===== src/hdl/assert_macros.svh =====
// Assertion helpers used by the RTL sequencer (abkf_ctrl).
`ifndef ASSERT_MACROS_SVH
`define ASSERT_MACROS_SVH

// Same-cycle implication.
`define ABKF_ASSERT_IMP(lbl, clk, rstn, ante, cons, msg) \
    lbl: assert property (@(posedge clk) disable iff (!rstn) (ante) |-> (cons)) \
        else $error(msg);

// Next-cycle implication.
`define ABKF_ASSERT_NEXT(lbl, clk, rstn, ante, cons, msg) \
    lbl: assert property (@(posedge clk) disable iff (!rstn) (ante) |=> (cons)) \
        else $error(msg);

`endif


===== src/hdl/abkf_pkg.sv =====
package abkf_pkg;

    typedef logic signed [71:0] wide_t;

    localparam logic [23:0] Q_ANGLE_RST    = 24'd16777;
    localparam logic [23:0] Q_BIAS_RST     = 24'd50332;
    localparam logic [23:0] MEAS_NOISE_RST = 24'd503316;

    localparam wide_t MAX32_W = 72'sd2147483647;
    localparam wide_t MIN32_W = -72'sd2147483648;

    // Divider: 62 quotient bits, two per cycle.
    localparam int DIV_STEPS = 31;
    localparam int DIV_CW    = $clog2(DIV_STEPS);

    typedef enum logic [1:0] {
        REG_Q_ANGLE    = 2'd0,
        REG_Q_BIAS     = 2'd1,
        REG_MEAS_NOISE = 2'd2
    } reg_idx_t;

    typedef struct packed {
        logic [23:0] q_angle;
        logic [23:0] q_bias;
        logic [23:0] meas_noise;
    } cfg_t;

    typedef enum logic [4:0] {
        OP_NONE,
        OP_LOAD,
        OP_RATE,
        OP_P11,
        OP_QB,
        OP_INNER,
        OP_P00,
        OP_DIV0,
        OP_K0,
        OP_DIV1,
        OP_K1,
        OP_K0Y,
        OP_K1Y,
        OP_K0P00,
        OP_K0P01,
        OP_K1P00,
        OP_K1P01,
        OP_FINISH,
        OP_OUT
    } op_t;

    typedef enum logic [4:0] {
        ST_IDLE,
        ST_RATE,
        ST_P11,
        ST_QB,
        ST_INNER,
        ST_P00,
        ST_DIV0,
        ST_WAIT0,
        ST_DIV1,
        ST_WAIT1,
        ST_K0Y,
        ST_K1Y,
        ST_K0P00,
        ST_K0P01,
        ST_K1P00,
        ST_K1P01,
        ST_FINISH,
        ST_OUT
    } state_t;

    typedef struct packed {
        op_t op;
    } cmd_t;

    typedef struct packed {
        logic div_busy;
        logic div_done;
        logic out_full;
    } sts_t;

    function automatic logic signed [31:0] sat32(input wide_t x);
        if (x > MAX32_W)
            return 32'sh7fffffff;
        else if (x < MIN32_W)
            return 32'sh80000000;
        else
            return x[31:0];
    endfunction

    // Round to nearest, ties up: floor((x + 2^(k-1)) / 2^k).
    function automatic wide_t rnd(input wide_t x, input int unsigned k);
        wide_t half;
        half = 72'sd1 <<< (k - 1);
        return (x + half) >>> k;
    endfunction

endpackage


===== src/hdl/abkf_ctrl.sv =====
`include "assert_macros.svh"

module abkf_ctrl (
    input  logic            clk,
    input  logic            rst_n,
    input  logic            in_valid,
    input  abkf_pkg::sts_t  sts,
    output logic            in_stall,
    output abkf_pkg::cmd_t  cmd
);

    abkf_pkg::state_t state_reg, state_next;

    always_ff @(posedge clk or negedge rst_n)
    begin
        if (!rst_n)
            state_reg <= abkf_pkg::ST_IDLE;
        else
            state_reg <= state_next;
    end

    always_comb
    begin
        state_next = state_reg;
        cmd.op     = abkf_pkg::OP_NONE;
        case (state_reg)
            abkf_pkg::ST_IDLE:
                if (in_valid)
                begin
                    cmd.op     = abkf_pkg::OP_LOAD;
                    state_next = abkf_pkg::ST_RATE;
                end
            abkf_pkg::ST_RATE:
            begin
                cmd.op     = abkf_pkg::OP_RATE;
                state_next = abkf_pkg::ST_P11;
            end
            abkf_pkg::ST_P11:
            begin
                cmd.op     = abkf_pkg::OP_P11;
                state_next = abkf_pkg::ST_QB;
            end
            abkf_pkg::ST_QB:
            begin
                cmd.op     = abkf_pkg::OP_QB;
                state_next = abkf_pkg::ST_INNER;
            end
            abkf_pkg::ST_INNER:
            begin
                cmd.op     = abkf_pkg::OP_INNER;
                state_next = abkf_pkg::ST_P00;
            end
            abkf_pkg::ST_P00:
            begin
                cmd.op     = abkf_pkg::OP_P00;
                state_next = abkf_pkg::ST_DIV0;
            end
            abkf_pkg::ST_DIV0:
            begin
                cmd.op     = abkf_pkg::OP_DIV0;
                state_next = abkf_pkg::ST_WAIT0;
            end
            abkf_pkg::ST_WAIT0:
                if (sts.div_done)
                begin
                    cmd.op     = abkf_pkg::OP_K0;
                    state_next = abkf_pkg::ST_DIV1;
                end
            abkf_pkg::ST_DIV1:
            begin
                cmd.op     = abkf_pkg::OP_DIV1;
                state_next = abkf_pkg::ST_WAIT1;
            end
            abkf_pkg::ST_WAIT1:
                if (sts.div_done)
                begin
                    cmd.op     = abkf_pkg::OP_K1;
                    state_next = abkf_pkg::ST_K0Y;
                end
            abkf_pkg::ST_K0Y:
            begin
                cmd.op     = abkf_pkg::OP_K0Y;
                state_next = abkf_pkg::ST_K1Y;
            end
            abkf_pkg::ST_K1Y:
            begin
                cmd.op     = abkf_pkg::OP_K1Y;
                state_next = abkf_pkg::ST_K0P00;
            end
            abkf_pkg::ST_K0P00:
            begin
                cmd.op     = abkf_pkg::OP_K0P00;
                state_next = abkf_pkg::ST_K0P01;
            end
            abkf_pkg::ST_K0P01:
            begin
                cmd.op     = abkf_pkg::OP_K0P01;
                state_next = abkf_pkg::ST_K1P00;
            end
            abkf_pkg::ST_K1P00:
            begin
                cmd.op     = abkf_pkg::OP_K1P00;
                state_next = abkf_pkg::ST_K1P01;
            end
            abkf_pkg::ST_K1P01:
            begin
                cmd.op     = abkf_pkg::OP_K1P01;
                state_next = abkf_pkg::ST_FINISH;
            end
            abkf_pkg::ST_FINISH:
            begin
                cmd.op     = abkf_pkg::OP_FINISH;
                state_next = abkf_pkg::ST_OUT;
            end
            abkf_pkg::ST_OUT:
                if (!sts.out_full)
                begin
                    cmd.op     = abkf_pkg::OP_OUT;
                    state_next = abkf_pkg::ST_IDLE;
                end
            default:
                state_next = abkf_pkg::ST_IDLE;
        endcase
    end

    assign in_stall = (state_reg != abkf_pkg::ST_IDLE);

    `ABKF_ASSERT_IMP(a_div_start_free, clk, rst_n, cmd.op == abkf_pkg::OP_DIV0 || cmd.op == abkf_pkg::OP_DIV1, !sts.div_busy, "divider started while busy")
    `ABKF_ASSERT_IMP(a_div_done_wait, clk, rst_n, sts.div_done, state_reg == abkf_pkg::ST_WAIT0 || state_reg == abkf_pkg::ST_WAIT1, "divider result outside a wait state")
    `ABKF_ASSERT_NEXT(a_div_runs, clk, rst_n, cmd.op == abkf_pkg::OP_DIV0 || cmd.op == abkf_pkg::OP_DIV1, sts.div_busy, "divider did not start")

endmodule


===== config.mk =====
export PLATFORM = sky130hd
export DESIGN_NAME = abkf_ctrl
export DESIGN_NICKNAME = d
export VERILOG_FILES = /design/src/hdl/abkf_pkg.sv /design/src/hdl/abkf_ctrl.sv
export VERILOG_INCLUDE_DIRS = /design/src /design/src/hdl
export SDC_FILE = /design/constraint.sdc
export NUM_CORES = 1
export LEC_CHECK = 0
export BUFFER_PORTS_ARGS = -buffer_cell sky130_fd_sc_hd__buf_2
export CORE_AREA = 5 5 42 44
export CTS_BUF_LIST = sky130_fd_sc_hd__clkbuf_4
export DETAILED_ROUTE_END_ITERATION = 10
export DIE_AREA = 0 0 47 49
export PLACE_DENSITY = 0.55
export SYNTH_ARGS = -nofsm -noshare
export SYNTH_HDL_FRONTEND = slang
export SYNTH_SLANG_ARGS = --single-unit

===== constraint.sdc =====
create_clock -name clk -period 3.3 [get_ports clk]
set_input_delay 0.495 -clock clk [delete_from_list [all_inputs] [get_ports clk]]
set_output_delay 0.495 -clock clk [all_outputs]
set_load 0.005 [all_outputs]

**Word-level counts from Yosys, hierarchy flattened**

Cells that the tools add are included.

- Register bits after elaboration: 5
- Bits of input ports: 6
- Output and inout bits: 6
- Logic and storage cells: 35

- Eq/ne operators: 21
- Reduce and logical (&&, ||, !) cells: 3
- Mux-type cells: 10

Operator list:

| cell | number |
|---|---|
| $pmux 5 s18 | 2 |
| $eq 5x4->1 const B | 8 |
| $mux 5 | 5 |
| $eq 5x3->1 const B | 4 |
| $eq 5x2->1 const B | 2 |
| $eq 5x5->1 const B | 2 |
| $mux 4 | 2 |
| $ne 2x2->1 const B | 4 |
| $eq 5x1->1 const B | 1 |
| $logic_not 5->1 | 1 |
| $reduce_bool 5->1 | 1 |
| $reduce_and 4->1 | 1 |
| $mux 1 | 1 |

**Logic depth before layout (Yosys ltp)**

Gate-level depths: netlist of the first run.

- Depth after elaboration: 3
- Gate-level depth with buffers: 4
- Mapped depth without buffers: 3

**Least setup slack after synthesis of the first run**

No wires, ideal clock.

- Path kind: reg-to-output
- Start point: register state_reg[3]
- End point: output port in_stall
- Arrival time: 1.188 ns
- Cell stages (with the launch flop): 4
- Slack: 1.617 ns
- Data required time: 2.805 ns
- Cells stage by stage: dfrtp_1 > buf_6 > or3_4 > or3_1

- Cells in the longest elaborated chain, start to end: 1

Ends and longest elaborated chain:

| element | RTL line | text |
|---|---|---|
| start: declaration | abkf_ctrl.sv:12 | `abkf_pkg::state_t state_reg, state_next;` |
| start signal: assignment | abkf_ctrl.sv:17 | `state_reg <= abkf_pkg::ST_IDLE;` |
| start signal: assignment | abkf_ctrl.sv:19 | `state_reg <= state_next;` |
| $reduce_bool 5->1 | abkf_ctrl.sv:126 | `assign in_stall = (state_reg != abkf_pkg::ST_IDLE);` |
| end: declaration | abkf_ctrl.sv:8 | `output logic in_stall,` |

Every way passes these cells.

**Worst setup path in the final report of the first run**

- Start point: register state_reg[2]
- End point: output port in_stall

The elaborated chain is that of the path after synthesis.

==> results.md, run 1 <==
* Vias per inst at ~5.3
* CP Cell Sequence: or3_4, or3_1, buf_2
* R2R Setup Slk at 1.90 ns
* Final slew viol count at 0
* Cell taking the most area after synthesis: dfrtp_1
* Residual DRC at 0
* GRT Util Overall at 9.406%
* Die Area at 2303 sq um
* Share of layout cells above drive strength 1 at 26.98%
* Worst r2r path cells at 3
* Slew HR at 70.94%
* Post-synth top area share at around 29%
* Synthesized area at 432.9 sq um
* CTS buffer count at 3
* Final Setup Violations at 0
* Clk sink count at 5
* Max reg flops at 5
* Largest net degree at the start of global routing at 16
* Antenna-violating nets left at 0
* Tcrit/Tclk final at 64.00%
* Final Non-Filler Cells at a little under 80
* # rows at 14
* Worst min path class: primary input to asynchronous set/reset pin
* Cells taking the most area after synthesis: dfrtp_1, nor2_1, a21oi_1
* Hold Violations, Final at 0
* Root Driver: clkbuf_4
* Source of the worst register-to-register timing path: state_reg[1]
* Worst-skew pair later-pin latency at 0.24 ns
* Reg clk slew, reported paths at 0.04 ns
* Post-CTS setup buffers at 0
* Fmax achieved at around 470 MHz
* Initial Utilization at 30.89%
* Worst Tran Pin Value at 0.4360 ns
* Warnings from Yosys at 0
* Slowest cell on the critical path: dfrtp_1
* Placed Cells incl. Taps at 75
* DR WL/cell at 12.00 um
* Clock skew at 0.0008258 ns
* Met2 WL post-DR at around 450 um
* Peak VDD IR at 405.3 uV
* Die height at 49 um
* Worst hold slack at 0.06130 ns
* Required @ worst endpoint at between 2 and 3 ns
* Max-cap violations at 0
* Register area share after synthesis at 28.90%
* Nets at 70
* Syn_area_per_cell at 8.017 sq um
* RSZ-0062 raised after global routing: false
* Synthesized instance count at 54
* Met3 WL post-DR at 41 um
* Synth cell types at 30
* Post-route cell area at 503.0 sq um
* Hold_buf cts at 0
* H-tree Lvls at 1
* Grt total ovfl at 0
* Leak Pwr at 0.2282 nW
* #FFs+latches synth at 5
* Most frequent cells in the layout: buf_2, nor2_1, dfrtp_1
* Commonest non-fill, non-tap cell in the layout: buf_2
* Met1 wire length at 445 um
* DP HPWL at 699.5 um
* CP Max Fanout at 12
* Iteration-0 DRC Markers at 10
* CTS tree: yes
* CP max stage delay at 0.51 ns
* Setup tns final at 0 ns
* Drt pass-1 iters at 3
* Power, Total at 0.0005133 W
* Arr. time, crit path at 1.62 ns
* Power Density at slightly above 1000 nW/um^2
* IO Port Bufs at 10
* Routability-driven placement congestion ratio at 0.7017
* Via count at 418
* Critical R2R Capture: state_reg[3]
* Post-DP Area at 473.0 sq um
* Type of the worst setup path: flop to primary output
* Crit end category: primary output
* Area delta synth->final at 16.18%
* Max layer used: met4
* Drt total wl at 948 um
* Die Span X at 47 um
* Maximum root-to-sink buffer count at 2
* Crit path launch type: flop
* Mapped Nets at 60
* Core Area at 1401 sq um
* Vias in the first global route at 371
* # diodes at 0
* Outcome: completed
* Num ports at 12
* Resized cells post-CTS at 0
* Initial antenna violation count at 0
* First-pass GRT wire length at 1.566 mm
* Min Clock Period, post-route at between 2 and 2.5 ns
per-layer routing:
layer / track usage, % / up-vias
met4: 5.530 / 0
met2: 12.90 / 8
li1: - / 215
met1: 11.58 / 193
met3: 4.428 / 2
met5: 0 / -
where the power goes:
| group | internal (W) | total, W | switching, W | leakage (nW) |
|---|---|---|---|---|
| clock network | 0.0000538 | 0.0000776 | 0.0000238 | 0.0184 |
| logic | 0.000150 | 0.000255 | 0.000105 | 0.150 |
| registers | 0.0000901 | 0.000181 | 0.0000907 | 0.0601 |
| total | 0.000294 | 0.000513 | 0.000220 | 0.228 |
final cells by class:
cell class	instances	area, sq um
Inverter	1	3.754
Clock buffer	4	30.03
Multi-Input combinational cell	43	274.0
Fill cell	157	898.4
Sequential cell	5	125.1
Timing Repair Buffer	10	50.05
Tap cell	16	20.02
per-stage QoR:
stage | setup slack (ns) | util [%]
floorplan | 1.617 | -
global placement | 1.427 | 33.75
detailed placement | 1.436 | 33.75
CTS | 1.170 | 35.89
global route | 1.109 | 35.89
finish | 1.188 | 35.89
worst max-delay path, delay by kind of cell, from the launching register on:
family,cells,cell delay (ns)
buffers and inverters,1,0.13
AND/OR/NAND/NOR,2,0.74
flip-flops,1,0.51
cell families (layout without fill, tap and decap cells):
logic type / count (synthesis) / in the layout / synth area share, %
AOI/OAI and AO/OA: 14 / 14 / 23.99
DFF: 5 / 5 / 28.90
and+or+nand+nor: 26 / 26 / 32.95
xor gates and xnor gates: 2 / 2 / 4.047
muxes: 1 / 1 / 2.312
buffers and inverters: 6 / 15 / 7.801
synth_stat cells:
master	number
buf_6	1
o211ai_1	1
a21boi_0	1
xor2_1	1
nand2_1	4
mux2i_1	1
a21o_1	1
nor3b_1	1
or3b_1	1
o2111a_1	1
a31o_2	1
nand2b_1	3
buf_2	3
nor3_1	2
nand3_1	3
o311ai_0	1
nor2b_1	3
clkbuf_1	1
nor2_1	6
xnor2_1	1
and3b_1	1
o221a_2	1
inv_1	1
o21ai_0	1
or3_1	1
a311o_1	1
a21oi_1	4
dfrtp_1	5
o22ai_1	1
or3_4	1
worst max path at each step:
stage	startpoint	endpoint	slack, ns	cells after the start
floorplan	state_reg[3]	in_stall	1.62	3
global placement	state_reg[2]	in_stall	1.43	3
detailed placement	state_reg[2]	in_stall	1.44	3
CTS	state_reg[2]	in_stall	1.17	3
global route	state_reg[2]	in_stall	1.11	3
finish	state_reg[2]	in_stall	1.19	3
(Power assumes the default switching activity.)
==> run 2, diff against run 1 <==
Settings changed: PLACE_DENSITY 0.55 to 0.57.
Clock period 3.3 ns to 1.7 ns, I/O delays scaled along.
==> results.md, run 2 (same netlist as run 1, synthesis figures left out) <==
* Outcome: finished with violations (was completed)
* # rows at 14 (unchanged)
* Largest net degree at the start of global routing at 13 (was 16)
* Die Area at 2303 sq um (unchanged)
* Final core occ at 42.68% (was 35.89%)
* Leak Pwr at 0.2787 nW (was 0.2282 nW)
* Num ports at 12 (unchanged)
* Share of layout cells above drive strength 1 at 41.10% (was 26.98%)
* Fill cell count at 162 (was 157)
* Power, Total at 0.001210 W (was 0.0005133 W)
* Iteration-0 DRC Markers at 13 (was 10)
* Met1 wire length at 467 um (was 445 um)
* Hold Violations, Final at 0 (unchanged)
* CP Max Fanout at 4 (was 12)
* H-tree Lvls at 1 (unchanged)
* Final Setup Violations at 1 (was 0)
* GRT Util Overall at 10.44% (was 9.406%)
* CTS buffer count at 3 (unchanged)
* Antenna-violating nets left at 0 (unchanged)
* Int Power at 0.0007179 W (was 0.0002937 W)
* Setup tns final at -0.01698 ns (was 0 ns)
* Root Driver: clkbuf_4 (unchanged)
* Required @ worst endpoint at 1.44 ns (was 2.80 ns)
* Reg clk slew, reported paths at 0.04 ns (about the same)
* Slew HR at 79.41% (was 70.94%)
* Slowest cell on the critical path: dfrtp_1 (unchanged)
* Type of the worst setup path: flop to primary output (unchanged)
* Worst Slack Setup Final at -0.01698 ns (was 1.188 ns)
* Worst min path class: primary input to asynchronous set/reset pin (unchanged)
* Dpl ws at 0.1505 ns (was 1.436 ns)
* Core Area at 1401 sq um (unchanged)
* DR WL/cell at 12.42 um (was 12.00 um)
* Residual DRC at 0 (unchanged)
* Grt total ovfl at 0 (unchanged)
* DP HPWL at 822.8 um (was 699.5 um)
* Die Span X at 47 um (unchanged)
* First-pass GRT wire length at 1.731 mm (was 1.566 mm)
* Arr. time, crit path at 1.46 ns (was 1.62 ns)
* Clock share of power at 12.4% (was 15.1%)
* Logic pwr share at 66.3% (was 49.6%)
* Most frequent cells in the layout: buf_2, buf_4, nor2_1, nand2_1, clkbuf_4 (was buf_2, nor2_1, dfrtp_1)
* Peak VDD IR at 791.8 uV (was 405.3 uV)
* Max-cap violations at 0 (unchanged)
* Worst Tran Pin Value at 0.3050 ns (was 0.4360 ns)
* Crit path launch type: flop (unchanged)
* Tcrit/Tclk final at 101.0%
* Area delta synth->final at 38.15% (was 16.18%)
* # diodes at 0 (unchanged)
* Final slew viol count at 0 (unchanged)
* CP Cell Sequence: or3_4, or3_1, buf_2 (unchanged)
* Clock skew at 0.0006401 ns (was 0.0008258 ns)
* Routability-driven placement congestion ratio at 0.7595 (was 0.7017)
* Initial Utilization at 30.89% (unchanged)
* Commonest non-fill, non-tap cell in the layout: buf_2 (unchanged)
* Nets at 80 (was 70)
* Clk sink count at 5 (unchanged)
* Failing checks: setup timing
* Sequential power share at 21.3% (was 35.2%)
* Max layer used: met3 (was met4)
* Vias per inst at 5.022 (was 5.291)
* Maximum root-to-sink buffer count at 2 (unchanged)
* Worst-skew pair later-pin latency at 0.24 ns (about the same)
* Vias in the first global route at 399 (was 371)
* Min Clock Period, post-route at 1.717 ns
* Drt total wl at 1.105 mm (was 948 um)
* Worst hold slack at 0.3629 ns (was 0.06130 ns)
* Crit end category: primary output (unchanged)
* Sw frac at 40.67% (was 42.79%)
* Drt pass-1 iters at 4 (was 3)
* IO Port Bufs at 10 (unchanged)
* RSZ-0062 raised after global routing: true (was false)
* CP max stage delay at 0.39 ns (was 0.51 ns)
* Die height at 49 um (unchanged)
* Via count at 447 (was 418)
* Initial antenna violation count at 0 (unchanged)
* Power Density at 2023 nW/um^2 (was 1020 nW/um^2)
* Met3 WL post-DR at 53 um (was 41 um)
* Met2 WL post-DR at 583 um (was 448 um)
* Net switching power at 0.0004920 W (was 0.0002196 W)
* Max reg flops at 5 (unchanged)
* CTS tree: yes (unchanged)
* Fmax achieved at 582.4 MHz
[run 2: changes by cell type in the layout (fill, tap and decap cells not counted), sizes merged]
cell         delta
dlygate4sd3     +1
buf             +9
[run 2: cell type report]
type / instances / area [sq um] / share of cell area (%)
clock buffers: 4 / 30.03 / 5.021
multi-input cells: 43 / 289.0 / 48.33
inverters: 1 / 3.754 / 0.6276
well taps: 16 / 20.02 / 3.347
flip-flops and latches: 5 / 127.6 / 21.34
repair buffers: 20 / 127.6 / 21.34
[run 2: path summary, 6_finish.rpt]
kind / from / to / slack [ns] / cells after the start
worst min-delay path: rst_n / state_reg[3] / 0.36 / 2
min in group clk: sts[1] / state_reg[3] / 0.38 / 2
worst max-delay path: state_reg[3] / in_stall / -0.02 / 3
worst max register to register: state_reg[3] / state_reg[3] / 0.28 / 5
max in group asynchronous: rst_n / state_reg[0] / 1.20 / 2
worst min register to register: state_reg[4] / state_reg[4] / 0.67 / 2
[run 2: metrics by stage]
stage | std cells | area (sq um)
after floorplan | 54 | 432.9
after global placement | 81 | 518.0
after detailed placement | 81 | 518.0
after CTS | 88 | 574.3
after global routing | 89 | 598.1
final | 89 | 598.1
[run 2: worst max-delay path: cells and delay by family, from the launching register on]
kind / cells / cell delay (ns)
buf+inv: 1 / 0.13
simple gates: 2 / 0.70
flops: 1 / 0.39
[run 2: power groups by stage]
stage | clock network (W) | registers (W) | logic, W
5_1_grt | 0.000174 | 0.000272 | 0.000870
4_1_cts | 0.000157 | 0.000256 | 0.000751
2_1_floorplan | 0 | 0.000211 | 0.000520
6_report | 0.000150 | 0.000257 | 0.000803
3_3_place_gp | 0 | 0.000261 | 0.000694
3_5_place_dp | 0 | 0.000265 | 0.000701
[run 2: what timing repair did]
action,in CTS,in global routing
pin swaps,2,4
hold buffers,1,0
endpoints found under the hold margin,5,0
gates resized for setup,1,5
buffers inserted,2,1
endpoints found under the setup margin,4,5
cloned,0,0
[run 2: routing by layer]
| layer | GRT usage [%] | vias to the layer above |
|---|---|---|
| li1 | - | 230 |
| met1 | 11.95 | 207 |
| met2 | 16.97 | 10 |
| met3 | 4.797 | 0 |
| met4 | 2.765 | 0 |
| met5 | 0 | - |
